--- src/rtl/rmss_pkg.sv ---
package rmss_pkg;

	// Field widths
	localparam int unsigned REQ_W     = 3;
	localparam int unsigned BYTE_W    = 8;
	localparam int unsigned CMD_W     = 2;
	localparam int unsigned STATUS_W  = 2;
	localparam int unsigned PHASE_W   = 4;
	localparam int unsigned STEP_W    = 2;
	localparam int unsigned CFG_IDX_W = 3;
	localparam int unsigned CFG_DAT_W = 18;
	localparam int unsigned SHORT_W   = 16;
	localparam int unsigned LONG_W    = 18;
	localparam int unsigned RETRY_W   = 4;

	// Number of configuration commands in one sequence (1 to 3)
	localparam int unsigned NUM_STEPS = 3;

	// Request codes
	localparam logic [REQ_W-1:0] REQ_TICK   = 3'd0;
	localparam logic [REQ_W-1:0] REQ_BYTE   = 3'd1;
	localparam logic [REQ_W-1:0] REQ_CONFIG = 3'd2;
	localparam logic [REQ_W-1:0] REQ_START  = 3'd3;
	localparam logic [REQ_W-1:0] REQ_END    = 3'd4;

	// Command answer codes
	localparam logic [CMD_W-1:0] CMD_NONE   = 2'd0;
	localparam logic [CMD_W-1:0] CMD_ACCEPT = 2'd1;
	localparam logic [CMD_W-1:0] CMD_BUSY   = 2'd2;

	// Link status codes
	localparam logic [STATUS_W-1:0] ST_READY       = 2'd0;
	localparam logic [STATUS_W-1:0] ST_CONFIGURING = 2'd1;
	localparam logic [STATUS_W-1:0] ST_STREAMING   = 2'd2;
	localparam logic [STATUS_W-1:0] ST_ERROR       = 2'd3;

	// Configuration register indexes
	localparam logic [CFG_IDX_W-1:0] CFG_BOOT_DELAY  = 3'd0;
	localparam logic [CFG_IDX_W-1:0] CFG_CMD_TIMEOUT = 3'd1;
	localparam logic [CFG_IDX_W-1:0] CFG_CONN_TIMEOUT = 3'd2;
	localparam logic [CFG_IDX_W-1:0] CFG_IDLE_TIMEOUT = 3'd3;
	localparam logic [CFG_IDX_W-1:0] CFG_RETRY_LIMIT = 3'd4;

	// Reset values of the configuration registers
	localparam logic [SHORT_W-1:0] BOOT_DELAY_RST  = 16'd500;
	localparam logic [SHORT_W-1:0] CMD_TIMEOUT_RST = 16'd500;
	localparam logic [LONG_W-1:0]  CONN_TIMEOUT_RST = 18'd60000;
	localparam logic [LONG_W-1:0]  IDLE_TIMEOUT_RST = 18'd60000;
	localparam logic [RETRY_W-1:0] RETRY_LIMIT_RST = 4'd3;

	localparam logic [LONG_W-1:0]  ELAPSED_MAX = 18'h3FFFF;
	localparam logic [RETRY_W-1:0] RETRY_MAX   = 4'hF;

	// Reply words and single-byte requests
	localparam logic [23:0] ERR_WORD = 24'h455252;
	localparam logic [7:0]  ASK_BYTE = 8'h3F;
	localparam logic [7:0]  QUIT_BYTE = 8'h51;

	typedef struct packed {
		logic shift;
		logic clear;
	} scan_ctrl_t;

	typedef struct packed {
		logic quit;
		logic ask;
		logic err;
		logic ans;
	} scan_flags_t;

	// Expected answer of each configuration step
	function automatic logic [23:0] answer_word(input logic [STEP_W-1:0] step);
		logic [23:0] w;
		unique case (step)
			2'd0:    w = 24'h434D44;
			2'd1:    w = 24'h414F4B;
			default: w = 24'h454E44;
		endcase
		return w;
	endfunction

endpackage

--- src/rtl/rmss_req_if.sv ---
interface rmss_req_if;
	logic                          valid;
	logic                          ready;
	logic [rmss_pkg::REQ_W-1:0]    req_type;
	logic [rmss_pkg::BYTE_W-1:0]   rx_byte;
	logic                          rx_last;

	modport source (output valid, req_type, rx_byte, rx_last, input ready);
	modport sink (input valid, req_type, rx_byte, rx_last, output ready);
endinterface

--- src/rtl/rmss_res_if.sv ---
interface rmss_res_if;
	logic                           valid;
	logic                           ready;
	logic [rmss_pkg::CMD_W-1:0]     cmd_result;
	logic [rmss_pkg::STATUS_W-1:0]  link_status;
	logic [rmss_pkg::PHASE_W-1:0]   phase_now;
	logic [rmss_pkg::STEP_W-1:0]    send_step;
	logic                           abort_rx;
	logic                           rearm_rx;

	modport source (output valid, cmd_result, link_status, phase_now, send_step,
		abort_rx, rearm_rx, input ready);
	modport sink (input valid, cmd_result, link_status, phase_now, send_step,
		abort_rx, rearm_rx, output ready);
endinterface

--- src/rtl/rmss_cfg_if.sv ---
interface rmss_cfg_if;
	logic                            valid;
	logic                            ready;
	logic [rmss_pkg::CFG_IDX_W-1:0]  index;
	logic [rmss_pkg::CFG_DAT_W-1:0]  data;

	modport source (output valid, index, data, input ready);
	modport sink (input valid, index, data, output ready);
endinterface

--- src/rtl/rmss_scan.sv ---
module rmss_scan (
	input  logic                          clk,
	input  logic                          arst_n,
	input  rmss_pkg::scan_ctrl_t          ctrl,
	input  logic [rmss_pkg::BYTE_W-1:0]   rx_byte,
	input  logic [rmss_pkg::STEP_W-1:0]   step,
	output rmss_pkg::scan_flags_t         flags
);
	import rmss_pkg::*;

	logic [15:0]  hist_q;
	logic [23:0]  word;
	logic         step_ok;
	scan_flags_t  flags_q;
	scan_flags_t  hits;

	// Match last three bytes to answer and error word, newest to ask/quit
	always_comb begin
		word      = {hist_q, rx_byte};
		step_ok   = ({1'b0, step} < 3'(NUM_STEPS));
		hits.ans  = step_ok && (word == answer_word(step));
		hits.err  = (word == ERR_WORD);
		hits.ask  = (rx_byte == ASK_BYTE);
		hits.quit = (rx_byte == QUIT_BYTE);
		flags     = flags_q | hits;
	end

	// Hold history and sticky flags; clear wins over shift
	always_ff @(posedge clk or negedge arst_n) begin
		if (!arst_n) begin
			hist_q  <= '0;
			flags_q <= '0;
		end else if (ctrl.clear) begin
			hist_q  <= '0;
			flags_q <= '0;
		end else if (ctrl.shift) begin
			hist_q  <= word[15:0];
			flags_q <= flags;
		end
	end

endmodule

--- src/rtl/radio_module_session_sequencer.sv ---
// Session sequencer for a serial radio module. Each transfer on req is a
// millisecond tick, one reply byte (rx_last closes a message) or a configure,
// start or end-stream command, and gives exactly one transfer on res with the
// command answer, the link status, the phase after the item and the strobes
// for the transmitter and receiver. Each item is handled as it is accepted: the
// state registers update at the accepting edge and the result sits in a
// single output register, so req takes one item per clock as long as res is
// drained, and stalls only while that register holds an untaken result.
// Configuration writes on cfg are always taken and should be made while the
// block is idle.
module radio_module_session_sequencer (
	input  logic        clk,
	input  logic        arst_n,
	rmss_req_if.sink    req,
	rmss_res_if.source  res,
	rmss_cfg_if.sink    cfg
);
	import rmss_pkg::*;

	typedef enum logic [PHASE_W-1:0] {
		PH_IDLE     = 4'd0,
		PH_CONFIG   = 4'd1,
		PH_CFG_WAIT = 4'd2,
		PH_START    = 4'd3,
		PH_WAIT_CMD = 4'd4,
		PH_STREAM   = 4'd5,
		PH_WAIT_ACK = 4'd6,
		PH_STOP     = 4'd7,
		PH_ERROR    = 4'd8
	} phase_t;

	// Configuration registers
	logic [SHORT_W-1:0]  boot_delay_q;
	logic [SHORT_W-1:0]  cmd_timeout_q;
	logic [LONG_W-1:0]   conn_timeout_q;
	logic [LONG_W-1:0]   idle_timeout_q;
	logic [RETRY_W-1:0]  retry_limit_q;

	// Sequencer state
	phase_t              phase_q, phase_d;
	logic [LONG_W-1:0]   elapsed_q, elapsed_d;
	logic [STEP_W-1:0]   step_q, step_d;
	logic [RETRY_W-1:0]  retries_q, retries_d;
	logic [STATUS_W-1:0] status_q, status_d;

	// Result register
	logic                res_valid_q;
	logic [CMD_W-1:0]    cmd_q, cmd_d;
	logic [STEP_W-1:0]   send_q, send_d;
	logic                abort_q, abort_d;
	logic                rearm_q, rearm_d;
	logic [STATUS_W-1:0] status_res_q;
	phase_t              phase_res_q;

	logic                accept;
	logic [LONG_W-1:0]   elapsed_inc;
	logic [RETRY_W-1:0]  retries_inc;
	logic                fail_err;
	logic                step_ok;
	logic                listening;
	scan_ctrl_t          scan_ctrl;
	scan_flags_t         scan_flags;

	assign cfg.ready = 1'b1;
	assign req.ready = !res_valid_q || res.ready;
	assign accept    = req.valid && req.ready;

	rmss_scan u_scan (
		.clk     (clk),
		.arst_n  (arst_n),
		.ctrl    (scan_ctrl),
		.rx_byte (req.rx_byte),
		.step    (step_q),
		.flags   (scan_flags)
	);

	// Work out the next state and the result of the offered item
	always_comb begin
		phase_d   = phase_q;
		elapsed_d = elapsed_q;
		step_d    = step_q;
		retries_d = retries_q;
		status_d  = status_q;
		cmd_d     = CMD_NONE;
		send_d    = '0;
		abort_d   = 1'b0;
		rearm_d   = 1'b0;
		scan_ctrl = '0;

		elapsed_inc = (elapsed_q == ELAPSED_MAX) ? elapsed_q : elapsed_q + 1'b1;
		retries_inc = (retries_q == RETRY_MAX) ? retries_q : retries_q + 1'b1;
		fail_err    = (retries_inc >= retry_limit_q);
		step_ok     = ({1'b0, step_q} < 3'(NUM_STEPS));
		listening   = (phase_q == PH_CFG_WAIT) || (phase_q == PH_WAIT_CMD) ||
			(phase_q == PH_WAIT_ACK);

		case (req.req_type)
			REQ_TICK: begin
				elapsed_d = elapsed_inc;
				case (phase_q)
					PH_CONFIG: begin
						if (elapsed_inc > {2'b00, boot_delay_q}) begin
							if (step_ok) begin
								send_d          = step_q + 1'b1;
								rearm_d         = 1'b1;
								scan_ctrl.clear = 1'b1;
								elapsed_d       = '0;
								phase_d         = PH_CFG_WAIT;
							end else begin
								status_d = ST_READY;
								phase_d  = PH_IDLE;
							end
						end
					end
					PH_CFG_WAIT: begin
						if (elapsed_inc > {2'b00, cmd_timeout_q}) begin
							abort_d   = 1'b1;
							retries_d = retries_inc;
							if (fail_err) begin
								status_d = ST_ERROR;
								phase_d  = PH_ERROR;
							end else begin
								phase_d = PH_CONFIG;
							end
						end
					end
					PH_START: begin
						if (elapsed_inc > {2'b00, boot_delay_q}) begin
							rearm_d         = 1'b1;
							scan_ctrl.clear = 1'b1;
							elapsed_d       = '0;
							phase_d         = PH_WAIT_CMD;
						end
					end
					PH_WAIT_CMD: begin
						if (elapsed_inc > conn_timeout_q) begin
							abort_d = 1'b1;
							phase_d = PH_STOP;
						end
					end
					PH_STREAM: begin
						if (elapsed_inc > idle_timeout_q) begin
							abort_d = 1'b1;
							phase_d = PH_STOP;
						end
					end
					PH_WAIT_ACK: begin
						if (elapsed_inc > idle_timeout_q) begin
							phase_d = PH_STOP;
						end
					end
					PH_STOP: begin
						phase_d  = PH_IDLE;
						status_d = ST_READY;
					end
					default: begin
					end
				endcase
			end
			REQ_BYTE: begin
				if (listening) begin
					scan_ctrl.shift = 1'b1;
					// Judge the message on its closing byte
					if (req.rx_last) begin
						scan_ctrl.clear = 1'b1;
						if (phase_q == PH_CFG_WAIT) begin
							if (scan_flags.ans) begin
								step_d    = step_q + 1'b1;
								retries_d = '0;
								phase_d   = PH_CONFIG;
							end else if (scan_flags.err) begin
								retries_d = retries_inc;
								if (fail_err) begin
									status_d = ST_ERROR;
									phase_d  = PH_ERROR;
								end else begin
									phase_d = PH_CONFIG;
								end
							end else begin
								rearm_d = 1'b1;
							end
						end else if (phase_q == PH_WAIT_CMD) begin
							if (scan_flags.ask) begin
								elapsed_d = '0;
								status_d  = ST_STREAMING;
								phase_d   = PH_STREAM;
							end else begin
								rearm_d = 1'b1;
							end
						end else begin
							if (scan_flags.quit) begin
								phase_d = PH_STOP;
							end else begin
								rearm_d = 1'b1;
							end
						end
					end
				end
			end
			REQ_CONFIG: begin
				cmd_d           = CMD_ACCEPT;
				phase_d         = PH_CONFIG;
				status_d        = ST_CONFIGURING;
				elapsed_d       = '0;
				step_d          = '0;
				retries_d       = '0;
				scan_ctrl.clear = 1'b1;
			end
			REQ_START: begin
				if (phase_q != PH_IDLE) begin
					cmd_d = CMD_BUSY;
				end else begin
					cmd_d     = CMD_ACCEPT;
					elapsed_d = '0;
					phase_d   = PH_START;
				end
			end
			REQ_END: begin
				cmd_d           = CMD_ACCEPT;
				rearm_d         = 1'b1;
				scan_ctrl.clear = 1'b1;
				elapsed_d       = '0;
				phase_d         = PH_WAIT_ACK;
			end
			default: begin
			end
		endcase

		// Drop scan updates for items that are not taken
		if (!accept) begin
			scan_ctrl = '0;
		end
	end

	// Hold configuration registers
	always_ff @(posedge clk or negedge arst_n) begin
		if (!arst_n) begin
			boot_delay_q   <= BOOT_DELAY_RST;
			cmd_timeout_q  <= CMD_TIMEOUT_RST;
			conn_timeout_q <= CONN_TIMEOUT_RST;
			idle_timeout_q <= IDLE_TIMEOUT_RST;
			retry_limit_q  <= RETRY_LIMIT_RST;
		end else if (cfg.valid && cfg.ready) begin
			case (cfg.index)
				CFG_BOOT_DELAY:   boot_delay_q   <= cfg.data[SHORT_W-1:0];
				CFG_CMD_TIMEOUT:  cmd_timeout_q  <= cfg.data[SHORT_W-1:0];
				CFG_CONN_TIMEOUT: conn_timeout_q <= cfg.data[LONG_W-1:0];
				CFG_IDLE_TIMEOUT: idle_timeout_q <= cfg.data[LONG_W-1:0];
				CFG_RETRY_LIMIT:  retry_limit_q  <= cfg.data[RETRY_W-1:0];
				default: begin
				end
			endcase
		end
	end

	// Advance the sequencer state on each accepted item
	always_ff @(posedge clk or negedge arst_n) begin
		if (!arst_n) begin
			phase_q   <= PH_IDLE;
			elapsed_q <= '0;
			step_q    <= '0;
			retries_q <= '0;
			status_q  <= ST_READY;
		end else if (accept) begin
			phase_q   <= phase_d;
			elapsed_q <= elapsed_d;
			step_q    <= step_d;
			retries_q <= retries_d;
			status_q  <= status_d;
		end
	end

	// Hold the result until res takes the transfer
	always_ff @(posedge clk or negedge arst_n) begin
		if (!arst_n) begin
			res_valid_q <= 1'b0;
		end else if (req.ready) begin
			res_valid_q <= req.valid;
		end
	end

	always_ff @(posedge clk) begin
		if (accept) begin
			cmd_q        <= cmd_d;
			status_res_q <= status_d;
			phase_res_q  <= phase_d;
			send_q       <= send_d;
			abort_q      <= abort_d;
			rearm_q      <= rearm_d;
		end
	end

	assign res.valid       = res_valid_q;
	assign res.cmd_result  = cmd_q;
	assign res.link_status = status_res_q;
	assign res.phase_now   = phase_res_q;
	assign res.send_step   = send_q;
	assign res.abort_rx    = abort_q;
	assign res.rearm_rx    = rearm_q;

	// A step is issued only on entry to the reply wait
	a_send_in_cfg_wait: assert property (@(posedge clk) disable iff (!arst_n)
		res_valid_q && (send_q != '0) |-> phase_res_q == PH_CFG_WAIT)
		else $error("send_step without entry to config_wait");

	// The error phase always reports the error status
	a_error_status: assert property (@(posedge clk) disable iff (!arst_n)
		phase_q == PH_ERROR |-> status_q == ST_ERROR)
		else $error("error phase with status other than error");

	// Streaming phase always reports streaming status
	a_stream_status: assert property (@(posedge clk) disable iff (!arst_n)
		phase_q == PH_STREAM |-> status_q == ST_STREAMING)
		else $error("stream phase with status other than streaming");

	// Never abort and rearm the receiver in one result
	a_abort_rearm: assert property (@(posedge clk) disable iff (!arst_n)
		res_valid_q |-> !(abort_q && rearm_q))
		else $error("abort_rx and rearm_rx both set");

	// Every accepted item leaves a result in the output register
	a_result_held: assert property (@(posedge clk) disable iff (!arst_n)
		accept |=> res_valid_q)
		else $error("accepted item produced no result");

endmodule

--- src/flat_wrapper.sv ---
// flat-port wrapper written by rule: the top's interface ports become plain ports
module radio_module_session_sequencer_flat import rmss_pkg::*;
  (clk, arst_n, req_valid, req_req_type, req_rx_byte, req_rx_last, req_ready, res_valid, res_cmd_result, res_link_status, res_phase_now, res_send_step, res_abort_rx, res_rearm_rx, res_ready, cfg_valid, cfg_index, cfg_data, cfg_ready);
  rmss_req_if req_i ();
  rmss_res_if res_i ();
  rmss_cfg_if cfg_i ();
  input  logic clk;
  input  logic arst_n;
  input wire logic [$bits(req_i.valid)-1:0] req_valid;
  input wire logic [$bits(req_i.req_type)-1:0] req_req_type;
  input wire logic [$bits(req_i.rx_byte)-1:0] req_rx_byte;
  input wire logic [$bits(req_i.rx_last)-1:0] req_rx_last;
  output wire logic [$bits(req_i.ready)-1:0] req_ready;
  output wire logic [$bits(res_i.valid)-1:0] res_valid;
  output wire logic [$bits(res_i.cmd_result)-1:0] res_cmd_result;
  output wire logic [$bits(res_i.link_status)-1:0] res_link_status;
  output wire logic [$bits(res_i.phase_now)-1:0] res_phase_now;
  output wire logic [$bits(res_i.send_step)-1:0] res_send_step;
  output wire logic [$bits(res_i.abort_rx)-1:0] res_abort_rx;
  output wire logic [$bits(res_i.rearm_rx)-1:0] res_rearm_rx;
  input wire logic [$bits(res_i.ready)-1:0] res_ready;
  input wire logic [$bits(cfg_i.valid)-1:0] cfg_valid;
  input wire logic [$bits(cfg_i.index)-1:0] cfg_index;
  input wire logic [$bits(cfg_i.data)-1:0] cfg_data;
  output wire logic [$bits(cfg_i.ready)-1:0] cfg_ready;
  assign req_i.valid = req_valid;
  assign req_i.req_type = req_req_type;
  assign req_i.rx_byte = req_rx_byte;
  assign req_i.rx_last = req_rx_last;
  assign req_ready = req_i.ready;
  assign res_valid = res_i.valid;
  assign res_cmd_result = res_i.cmd_result;
  assign res_link_status = res_i.link_status;
  assign res_phase_now = res_i.phase_now;
  assign res_send_step = res_i.send_step;
  assign res_abort_rx = res_i.abort_rx;
  assign res_rearm_rx = res_i.rearm_rx;
  assign res_i.ready = res_ready;
  assign cfg_i.valid = cfg_valid;
  assign cfg_i.index = cfg_index;
  assign cfg_i.data = cfg_data;
  assign cfg_ready = cfg_i.ready;
  radio_module_session_sequencer u_core (.clk(clk), .arst_n(arst_n), .req(req_i), .res(res_i), .cfg(cfg_i));
endmodule
--- config.mk ---
export PLATFORM = sky130hd
export DESIGN_NAME = radio_module_session_sequencer_flat
export DESIGN_NICKNAME = d
export VERILOG_FILES = /design/src/rtl/rmss_pkg.sv /design/src/rtl/rmss_req_if.sv /design/src/rtl/rmss_res_if.sv /design/src/rtl/rmss_cfg_if.sv /design/src/rtl/rmss_scan.sv /design/src/rtl/radio_module_session_sequencer.sv /design/src/flat_wrapper.sv
export SDC_FILE = /design/constraint.sdc
export NUM_CORES = 1
export LEC_CHECK = 0
export BUFFER_PORTS_ARGS = -buffer_cell sky130_fd_sc_hd__clkbuf_2
export CAP_MARGIN = 20
export CORE_ASPECT_RATIO = 0.5
export CORE_MARGIN = 3
export CORE_UTILIZATION = 55
export CTS_CLUSTER_SIZE = 14
export DETAILED_ROUTE_END_ITERATION = 10
export MAX_ROUTING_LAYER = met4
export PLACE_DENSITY = 0.8
export SLEW_MARGIN = 15
export SYNTH_ARGS = -nofsm -noshare
export SYNTH_HDL_FRONTEND = slang
export SYNTH_HIERARCHICAL = 1
export SYNTH_SLANG_ARGS = --single-unit
--- constraint.sdc ---
create_clock -name clk -period 5.2 [get_ports clk]
set_clock_uncertainty 0.2 [all_clocks]
set_input_delay 0.26 -clock clk [delete_from_list [all_inputs] [get_ports clk]]
set_output_delay 0.26 -clock clk [all_outputs]
set_load 0.05 [all_outputs]
# Word-level counts from Yosys, hierarchy flattened
# Index checks and enable logic that the tools add are counted.
# classes
n_div	0
n_eq_ne	33
n_bitwise	1
shift	0
multipliers	0
muxes	86
reduce_logical	25
n_addsub	3
n_lt_le_gt_ge	6
# op_table
op	count
$mux W18	10
$mux W4	25
$pmux W18 S4	1
$mux W2	19
$pmux W19 S2	1
$gt A18 B16 Y1	2
$gt A18 B18 Y1	2
$pmux W18 S2	1
$mux W16	2
$eq A24 B23 Y1 const B	1
$eq A24 B24 Y1	1
$pmux W4 S6	1
$pmux W4 S5	1
$add A18 B1 Y18 const B	1
$eq A18 B18 Y1 const B	1
$eq A4 B3 Y1 const B	4
$mux W1	16
$reduce_and A8 Y1	2
$ne A2 B1 Y1 const B	7
$eq A3 B2 Y1 const B	4
$pmux W2 S3	2
$pmux W4 S3	1
$reduce_and A2 Y1	5
$pmux W1 S3	3
other kinds (28)	41
# totals
ram_bits	0
ff_bits	135
inputBits	38
wordCells	176
mem_count	0
rom_bits	0
latchBits	0

# Longest topological paths before layout
# Gate-level depths: netlist (run 1).
# logic_depth
ltp_word	11
ltp_mapped	20
mapped_depth_nobuf	18

# Hierarchy
# Netlist (run 1), hierarchy kept.
# modules_own_cells
module	n_inst	area_per_inst_um2	cells_each	seq_area_each_um2
radio_module_session_sequencer	1	7567.3	838	2972.9
rmss_scan	1	1011.0	92	500.5

# Worst setup path before layout (run 1)
# No wires, ideal clock.
# synth_timing
path_type	flip-flop to flip-flop
start	register u_core.elapsed_q[0]
end	register u_core.u_scan.hist_q[15]
path_stages_with_launch	20
t_required_ns	4.928
arrival_time_ns	4.212
period_less_slack_ns	4.484
path_slack_ns	0.716
path_buffers	3
cell_sequence	dfrtp_1 > ha_1 > and3_1 > nand3_1 > a31oi_1 > nand3_1 > or3_1 > xnor2_1 > ha_1 > and3_1 > a221o_1 > a21oi_1 > nor2_1 > o31ai_1 > buf_2 > and2_1 > o32ai_1 > clkbuf_1 > buf_1 > nor2_1
# synth_lines
item	line_no	text
start: declaration	radio_module_session_sequencer.sv:41	logic [LONG_W-1:0] elapsed_q, elapsed_d;
start signal: assignment	radio_module_session_sequencer.sv:266	elapsed_q <= elapsed_d;
end signal: assignment	rmss_scan.sv:37	hist_q <= word[15:0];
end: declaration	rmss_scan.sv:11	logic [15:0] hist_q;

==> results.cfg, run 1 <==
[synthesis]
synth-edff-count = 12
synth_seq_cells = 135
async_flop_share_pct = 91.1
synth.avg_cell_area_um2 = 9.22
yosysUniqueCellTypes = 80
synth_ff_type = dfrtp_1
syn_area_um2 = 8580
ys_seq_area_share_pct = 40.5
syn-num-nets = 1043
yosys_warnings = 6
syn_inst = 930

[global_route]
grt_start_max_net_pins = 79
grt_pass1_vias = 7256
gr-usage-all-layers_pct = 27.8
grt_pass1_wl_um = 37000
grt_antenna_before_repair = 0
grt_overflow = 0

[placed_design]
place_hpwl_um = 15900
globalplace.congestion = 0.955
numPortBuffers = 51

[timing]
hold_violations = 0
max_slew_margin_pct = 30.4
slew_violations = 0
period_share_pct = 93.3
rsz0062_at_grt = no
fmax_mhz = 206
max_slew.worst_pin.slew_ps = 1040
holdWs_ps = 108
finalSetupViolCount = 0
fin_crit_ps = 4850
fin_setup_tns_ps = 0

[pwr]
finalPower_mw = 3.93
leakage_nw = 4.62
swShare_pct = 34.6
p_comb_share_pct = 30.2
seqPwrFrac_pct = 36.4
clkPwrFrac_pct = 33.4
switchingPower_mw = 1.36
power_density_nw_per_um2 = 391
ir_drop_uv = 244
power.internal_mw = 2.57

[final_layout]
num_antenna_cells = 0
areaGrowthSynthToFinish_pct = 17.1
drive_gt1_share_pct = 17.0
fillerInstances = 1136
final_nets = 1121

[worst_setup_path]
crit_path_max_fanout = 18
crit_type = flip-flop to flip-flop
cp-start-kind = flip-flop
required_ps = 5350
cp.arrival_ps = 5010
critPathCaptureType = flip-flop
r2r_cells = 18

[detailed_routing]
via_count = 7495
drc = 0
viasPerCell = 6.15
routed_wl_um = 22900
dr.first_iter.drc_count = 770
firstDrtPassIters = 5
detail-route-antenna-nets = 0
routedWlPerCell_um = 18.8

[clock_network]
ctsRootBufferMaster = clkbuf_16
cts_buffers = 17
htreeDepth = 4
cts_tree = built
clk_latency_ps = 420
clkSlewWorstSetupHoldPaths_ps = 60
cts_buffer_depth = 2
cts_sinks = 135
post_cts_buffers = 0

[status]
status = completed

[hold_path]
hold_path.class = input port to flip-flop
hold_depth = 5

[die]
die-area_um2 = 17200
dieWidth_um = 183
fp-row-count = 31
io_pins = 53
core_um2 = 14900
chipHeight_um = 94.3
start_util_pct = 57.7

[job]
cap_violations = 0
==> placed cells by master (no fill, tap or decap), types with 21 or more instances in the layout <==
master         count
a21oi_1           46
dfstp_2           28
o21ai_0           71
inv_1             97
clkbuf_2          50
nand2_1          107
dfrtp_1           95
dlygate4sd3_1     29
nand3_1           21
nor2_1            54
mux2_2            25
ha_1              75
==> logic make-up (layout without fill, tap and decap cells) <==
family	count (synthesis)	count (layout)	share of synthesized area [%]
AND/OR/NAND/NOR	298	298	17.9
buffers and inverters	132	223	6.01
multiplexers	46	46	5.75
adder cells (fa/ha/maj)	75	75	10.9
AO/OA/AOI/OAI	235	235	18.1
other	1	1	0.0437
XOR/XNOR	8	8	0.817
flip-flops	135	135	40.5
==> routing by layer <==
| layer | vias up | part of all wire (%) | global-route usage, % | routed length, um |
|---|---|---|---|---|
| met5 | - | 0 | - | 0 |
| met4 | 0 | 2.1 | 7.22 | 482 |
| met3 | 55 | 7.5 | 6.30 | 1730 |
| met2 | 344 | 46 | 44.9 | 10600 |
| met1 | 3598 | 44 | 35.9 | 10100 |
| li1 | 3498 | - | - | - |
==> sequential cells by signal, summed over array words and instances, names as in the netlist, 4 cells and up <==
signal                 flops
u_core/elapsed_q          18
u_core/retry_limit_q       4
u_core/phase_q             4
u_core/conn_timeout_q     18
u_core/retries_q           4
u_core/u_scan/flags_q      4
u_core/cmd_timeout_q      16
u_core/res.phase_now       4
u_core/u_scan/hist_q      16
u_core/boot_delay_q       16
u_core/idle_timeout_q     18
==> critical path, cell delays in order, from the launching register on <==
cell and delay [ps]:
dfrtp_1 430, ha_1 250, and3_1 230, and4_1 220, nand3_1 200, nand4_1 250
or2_2 370, nand2_1 70, nand2_1 120, ha_1 310, and3_1 160, a221o_1 350
a221oi_1 310, nor3_1 100, o31ai_2 320, and2_1 260, o32ai_4 220, nor2b_1 210
a32o_1 180
==> synthesized netlist by cell type, drive strengths merged (7+ instances only) <==
| cell | count | area share [%] |
|---|---|---|
| nand2 | 108 | 4.8 |
| or2 | 7 | 0.51 |
| nand4 | 16 | 1.2 |
| nand3 | 21 | 1.2 |
| clkbuf | 24 | 1.1 |
| inv | 97 | 4.2 |
| o21a | 7 | 0.61 |
| buf | 11 | 0.71 |
| and3 | 11 | 0.80 |
| nor3 | 13 | 0.76 |
| dfrtp | 95 | 28 |
| a32o | 11 | 1.3 |
| edfxtp | 12 | 4.2 |
| o21ai | 72 | 4.2 |
| and4 | 12 | 1.2 |
| a211oi | 9 | 0.85 |
| dfstp | 28 | 8.6 |
| o22ai | 13 | 0.95 |
| mux2 | 26 | 3.4 |
| a21o | 11 | 0.96 |
| nor2 | 54 | 2.4 |
| a21oi | 49 | 3.0 |
| a31oi | 15 | 1.1 |
| ha | 75 | 11 |
| nand2b | 8 | 0.58 |
| mux2i | 20 | 2.3 |
==> worst paths after layout <==
path                                          start                  endpoint  slack (ps)
max                             u_core/elapsed_q[0]  u_core/u_scan/flags_q[0]         350
min                                       cfg_valid   u_core/retry_limit_q[1]         110
max reg2reg                     u_core/elapsed_q[0]  u_core/u_scan/flags_q[0]         350
min reg2reg                u_core/u_scan/flags_q[0]  u_core/u_scan/flags_q[0]         310
max in group asynchronous                    arst_n  u_core/conn_timeout_q[1]        3330
min in group asynchronous                    arst_n          u_core/res.valid         300
==> metrics by stage <==
step | worst slack, ps | area, um2 | std cells | util (%)
final | 347 | 10000 | 1219 | 67.6
after global routing | 25.5 | 10000 | 1219 | 67.6
after global placement | 339 | 9090 | 1158 | 61.2
after CTS | 95.4 | 10000 | 1218 | 67.4
after floorplan | 716 | 8580 | 930 | -
after detailed placement | 143 | 9090 | 1158 | 61.2
==> power by group through the flow <==
stage	registers (mW)	clock network [mW]	logic [mW]
2_1_floorplan	1.42	0	0.810
3_3_place_gp	1.43	0	1.07
6_report	1.43	1.31	1.19
4_1_cts	1.43	1.33	1.16
5_1_grt	1.45	1.38	1.32
3_5_place_dp	1.44	0	1.12
==> final cells by class <==
type | instances | area (um2) | area share (%)
timing repair buffer | 94 | 653 | 6.50
clock inverter | 11 | 159 | 1.58
clock buffer | 21 | 483 | 4.81
multi-input combinational | 663 | 4670 | 46.5
sequential | 135 | 3470 | 34.6
tap | 198 | 248 | 2.47
inverter | 97 | 364 | 3.62
==> what timing repair did <==
| item | CTS | global route |
|---|---|---|
| hold buffers | 28 | 1 |
| hold endpoints to repair | 128 | 1 |
| setup endpoints to repair | 0 | 7 |
| resized for setup | 0 | 3 |
(Power assumes the default switching activity.)
==> run 2: changes to the inputs <==
clock period = 6.3 ns   (was 5.2 ns; I/O delays follow)
==> results.cfg, run 2 (synthesized netlist as in run 1, its figures left out) <==
[status]
status = completed

[die]
die-area_um2 = 17200
fp-row-count = 31
chipHeight_um = 94.3
start_util_pct = 57.7
io_pins = 53
dieWidth_um = 183
core_um2 = 14900

[global_route]
grt_pass1_vias = 7200
grt_start_max_net_pins = 64
gr-usage-all-layers_pct = 27.4
grt_antenna_before_repair = 0
grt_overflow = 0
grt_pass1_wl_um = 36600

[hold_path]
hold_path.class = input port to flip-flop
min-delay-start = req_rx_byte[5]
min_to = u_core/u_scan/hist_q[5]
hold_depth = 3

[detailed_routing]
dr.first_iter.drc_count = 825
routed_wl_um = 22300
drc = 0
routedWlPerCell_um = 18.5
via_count = 7499
viasPerCell = 6.23
detail-route-antenna-nets = 0
firstDrtPassIters = 6

[worst_setup_path]
critPathCaptureType = flip-flop
crit_path_max_fanout = 20
reg2reg_slack_ps = 970
cp-start-kind = flip-flop
reg2reg_from = u_core/elapsed_q[0]
crit_type = flip-flop to flip-flop
cp.arrival_ps = 5430
r2r_cells = 18
required_ps = 6410
r2r-end = u_core/u_scan/flags_q[1]

[clock_network]
clkSlewWorstSetupHoldPaths_ps = 60
clk_latency_ps = 420
cts_buffer_depth = 2
ctsRootBufferMaster = clkbuf_16
cts_sinks = 135
cts_buffers = 17
cts_tree = built
htreeDepth = 4

[final_layout]
stdcell_area_um2 = 9820
num_antenna_cells = 0
drive_gt1_share_pct = 16.6
final_nets = 1106
areaGrowthSynthToFinish_pct = 14.4
reg.largest.list = u_core/conn_timeout_q: 18 flops, u_core/elapsed_q: 18 flops, u_core/idle_timeout_q: 18 flops
fillerInstances = 1154
utilization_pct = 66.1
final_cell_mix = nand2_1 (107), inv_1 (97), dfrtp_1 (95)
final_cells = 1204
final_common_cell = nand2_1

[placed_design]
place_hpwl_um = 15900
postPlaceCellArea_um2 = 9050
numPortBuffers = 51
globalplace.congestion = 0.957
dpl.cell_count = 1152

[timing]
finalSetupViolCount = 0
fin_crit_ps = 5330
fin_setup_tns_ps = 0
fmax_mhz = 188
holdWs_ps = 3.12
max_slew_margin_pct = 38.4
slew_violations = 0
period_share_pct = 84.5
rsz0062_at_grt = no
hold_violations = 0
max_slew.worst_pin.slew_ps = 921

[pwr]
power_density_nw_per_um2 = 316
ir_drop_uv = 220
leakage_nw = 4.51

[job]
cap_violations = 0
run 2: layer usage:
layer / global-route usage (%) / vias up / part of all wire, %
met1: 36.5 / 3603 / 44
met3: 4.83 / 51 / 8.2
met4: 8.11 / 0 / 1.5
met5: - / - / 0
li1: - / 3478 / -
met2: 43.5 / 367 / 46
run 2: cell type report:
class | instances | area (um2) | share of cell area, %
well taps | 198 | 248 | 2.52
clock buffers | 21 | 470 | 4.79
clock inverters | 11 | 98.8 | 1.01
inverters | 97 | 364 | 3.71
repair buffers | 79 | 518 | 5.28
flip-flops and latches | 135 | 3470 | 35.4
multi-input cells | 663 | 4640 | 47.3
run 2: how the worst max path moves through the flow:
stage,end,slack [ps],depth (start not counted),from
global placement,u_core/u_scan/flags_q[1],1330,18,u_core/elapsed_q[0]
global route,u_core/u_scan/flags_q[1],640,18,u_core/elapsed_q[0]
floorplan,u_core/u_scan/hist_q[15],1820,19,u_core/elapsed_q[0]
CTS,u_core/u_scan/flags_q[1],1120,18,u_core/elapsed_q[0]
finish,u_core/u_scan/flags_q[1],970,18,u_core/elapsed_q[0]
detailed placement,u_core/u_scan/flags_q[0],1170,19,u_core/elapsed_q[0]
run 2: critical path, stage by stage, from the launching register on:
cell,delay [ps]
dfrtp_1,430
ha_1,210
and3_1,230
nand3_1,130
a31oi_1,430
nand3_1,250
or3_1,410
xnor2_1,420
ha_1,340
and3_1,180
nand4_1,140
and3b_1,210
nor3_1,260
o31ai_2,100
buf_4,230
and2_1,220
o32ai_2,340
inv_1,210
a22o_1,270
run 2: timing repair:
item | in CTS | in global routing
setup buffers | 0 | 0
hold endpoints to repair | 105 | 0
resized for setup | 0 | 0
hold buffers | 20 | 0
run 2: stage by stage:
| step | power (mW) | worst slack (ps) |
|---|---|---|
| floorplan | 1.84 | 1820 |
| global placement | 2.05 | 1330 |
| detailed placement | 2.11 | 1170 |
| CTS | 3.09 | 1120 |
| global route | 3.28 | 643 |
| finish | 3.10 | 974 |
run 2: power breakdown:
group,switching [mW],leakage (nW),internal (mW)
clock,0.388,0.268,0.573
sequential,0.139,1.63,1.06
combinational,0.566,2.61,0.371
==> run 3: changes to the inputs <==
ABC_AREA = 1   (was not set)
clock period = 5.27 ns   (was 6.3 ns; I/O delays follow)
==> results.cfg, run 3 <==
[clock_network]
post_cts_buffers = 0
cts_buffer_depth = 2
ctsRootBufferMaster = clkbuf_16
cts_buffers = 17
cts_tree = built
htreeDepth = 4
cts_resized = 0
clkSlewWorstSetupHoldPaths_ps = 60
cts_sinks = 135
clk_latency_ps = 420

[global_route]
grt_antenna_before_repair = 0
grt_start_max_net_pins = 80
grt_overflow = 0
grt_pass1_vias = 7977
grt_pass1_wl_um = 38400
gr-usage-all-layers_pct = 28.5

[timing]
slew_violations = 0
fin_crit_ps = 4740
max_slew.worst_pin.slew_ps = 1060
rsz0062_at_grt = no
fin_setup_tns_ps = 0
hold_violations = 0
max_slew_margin_pct = 29.3
finalSetupViolCount = 0
fmax_mhz = 211
period_share_pct = 89.9

[synthesis]
async_flop_share_pct = 91.1
synth.avg_cell_area_um2 = 7.62
ys_seq_area_share_pct = 39.5
yosysTopAreaCell = dfrtp_1
yosys_warnings = 6
synth-edff-count = 12
yosysUniqueCellTypes = 51
syn_area_um2 = 8780
synth_common_cells = nand2_1 (270), inv_1 (210), o21ai_0 (126)
synth_ff_type = dfrtp_1
synth_seq_cells = 135
synth.area.top_cells = dfrtp_1 (27%), nand2_1 (12%), ha_1 (11%), inv_1 (9.0%), dfstp_2 (8.4%)
syn-num-nets = 1266
synth.top_cell.area_share_pct = 27.1
synth.most_common_cell = nand2_1
syn_inst = 1153

[die]
io_pins = 53
chipHeight_um = 95.4
dieWidth_um = 185
core_um2 = 15000
fp-row-count = 31
die-area_um2 = 17600
start_util_pct = 58.4

[pwr]
power_density_nw_per_um2 = 390
leakage_nw = 5.25
ir_drop_uv = 272
finalPower_mw = 4.00

[detailed_routing]
detail-route-antenna-nets = 0
via_count = 8114
routedWlPerCell_um = 16.0
drc = 0
routed_wl_um = 23300
dr.first_iter.drc_count = 704
viasPerCell = 5.57
firstDrtPassIters = 6

[final_layout]
areaGrowthSynthToFinish_pct = 16.5
final_cell_mix = nand2_1 (270), inv_1 (210), o21ai_0 (126)
reg.largest.list = u_core/conn_timeout_q: 18 flops, u_core/elapsed_q: 18 flops, u_core/idle_timeout_q: 18 flops
final_cells = 1458
final_nets = 1360
drive_gt1_share_pct = 14.5
utilization_pct = 68.0
num_antenna_cells = 0
final_common_cell = nand2_1
fillerInstances = 1191

[placed_design]
numPortBuffers = 51
place_hpwl_um = 16400
globalplace.congestion = 0.966
dpl.cell_count = 1396

[worst_setup_path]
crit_path_max_fanout = 16
cp-start-kind = flip-flop
required_ps = 5400
crit_slowest_cell = dfrtp_1
reg2reg_slack_ps = 530
crit_type = flip-flop to flip-flop
cp_common_cell = nand2_1
critPathCaptureType = flip-flop
max_stage_delay_ps = 400
cp.arrival_ps = 4860

[hold_path]
hold_path.class = input port to flip-flop

[job]
cap_violations = 0

[status]
status = completed
[run 3: cell types whose count changed after synthesis, sizes merged, moves of 15 or more]
cell	previous run	this run
mux2	26	0
inv	97	222
a21oi	49	34
nand2	108	282
nand3	21	60
mux2i	20	0
nor2	54	102
o21ai	72	129
[run 3: final timing paths]
kind,from,to,cells past startpoint
hold / removal,cfg_valid,u_core/retry_limit_q[1],3
hold reg to reg,u_core/idle_timeout_q[3],u_core/idle_timeout_q[3],2
max in group asynchronous,arst_n,u_core/u_scan/hist_q[9],3
setup reg to reg,u_core/elapsed_q[1],u_core/u_scan/hist_q[3],29
min in group asynchronous,arst_n,u_core/cmd_timeout_q[3],2
setup / recovery,u_core/elapsed_q[1],u_core/u_scan/hist_q[3],29
[run 3: worst max-delay path: cells and delay by family, from the launching register on]
kind,cells,cell delay [ps]
and+or+nand+nor,18,1930
AOI/OAI and AO/OA,5,1040
adders and majority gates,2,540
DFF,1,400
buffers and inverters,3,370
xor gates and xnor gates,1,160
[run 3: layout make-up]
cell class | instances | area [um2] | share of cell area [%]
Clock buffer | 21 | 460 | 4.50
Clock inverter | 11 | 171 | 1.67
Inverter | 224 | 842 | 8.23
Multi-Input combinational cell | 774 | 4360 | 42.6
Sequential cell | 135 | 3470 | 33.9
Tap cell | 198 | 248 | 2.42
Timing Repair Buffer | 95 | 678 | 6.63
[run 3: stage by stage]
step / cell area (um2) / hold slack, ps / setup WS, ps
finish: 10200 / 62.9 / 531
global route: 10200 / 143 / 118
global placement: 9290 / 267 / 808
floorplan: 8780 / -232 / 1380
detailed placement: 9290 / 271 / 668
CTS: 10200 / 48.7 / 578
[run 3: logic make-up (layout without fill, tap and decap cells)]
| group | count (synthesis) | after routing | synth area share [%] |
|---|---|---|---|
| AND/OR/NAND/NOR | 481 | 481 | 24.3 |
| buffers and inverters | 244 | 351 | 10.8 |
| AO/OA/AOI/OAI | 206 | 206 | 13.6 |
| flip-flops | 135 | 135 | 39.5 |
| adder cells (fa/ha/maj) | 75 | 75 | 10.7 |
| XOR/XNOR | 11 | 11 | 1.10 |
| other | 1 | 1 | 0.0427 |
[run 3: metal layers]
metal  part of all wire (%)  wire [um]  vias up  GRT usage (%)
li1                       -          -     3917              -
met1                     44      10300     3857           36.3
met2                     47      10900      284           46.8
met3                    6.7       1570       56           5.60
met4                    2.2        507        0           8.48
met5                      0          0        -              -
[run 3: what timing repair did]
item,in CTS,in global routing
endpoints found under the hold margin,137,0
endpoints found under the setup margin,0,0
hold buffers,28,0
[run 3: power breakdown]
| group | switching [mW] | internal (mW) | total (mW) |
|---|---|---|---|
| sequential | 0.139 | 1.25 | 1.39 |
| clock | 0.462 | 0.819 | 1.28 |
| combinational | 0.854 | 0.468 | 1.32 |
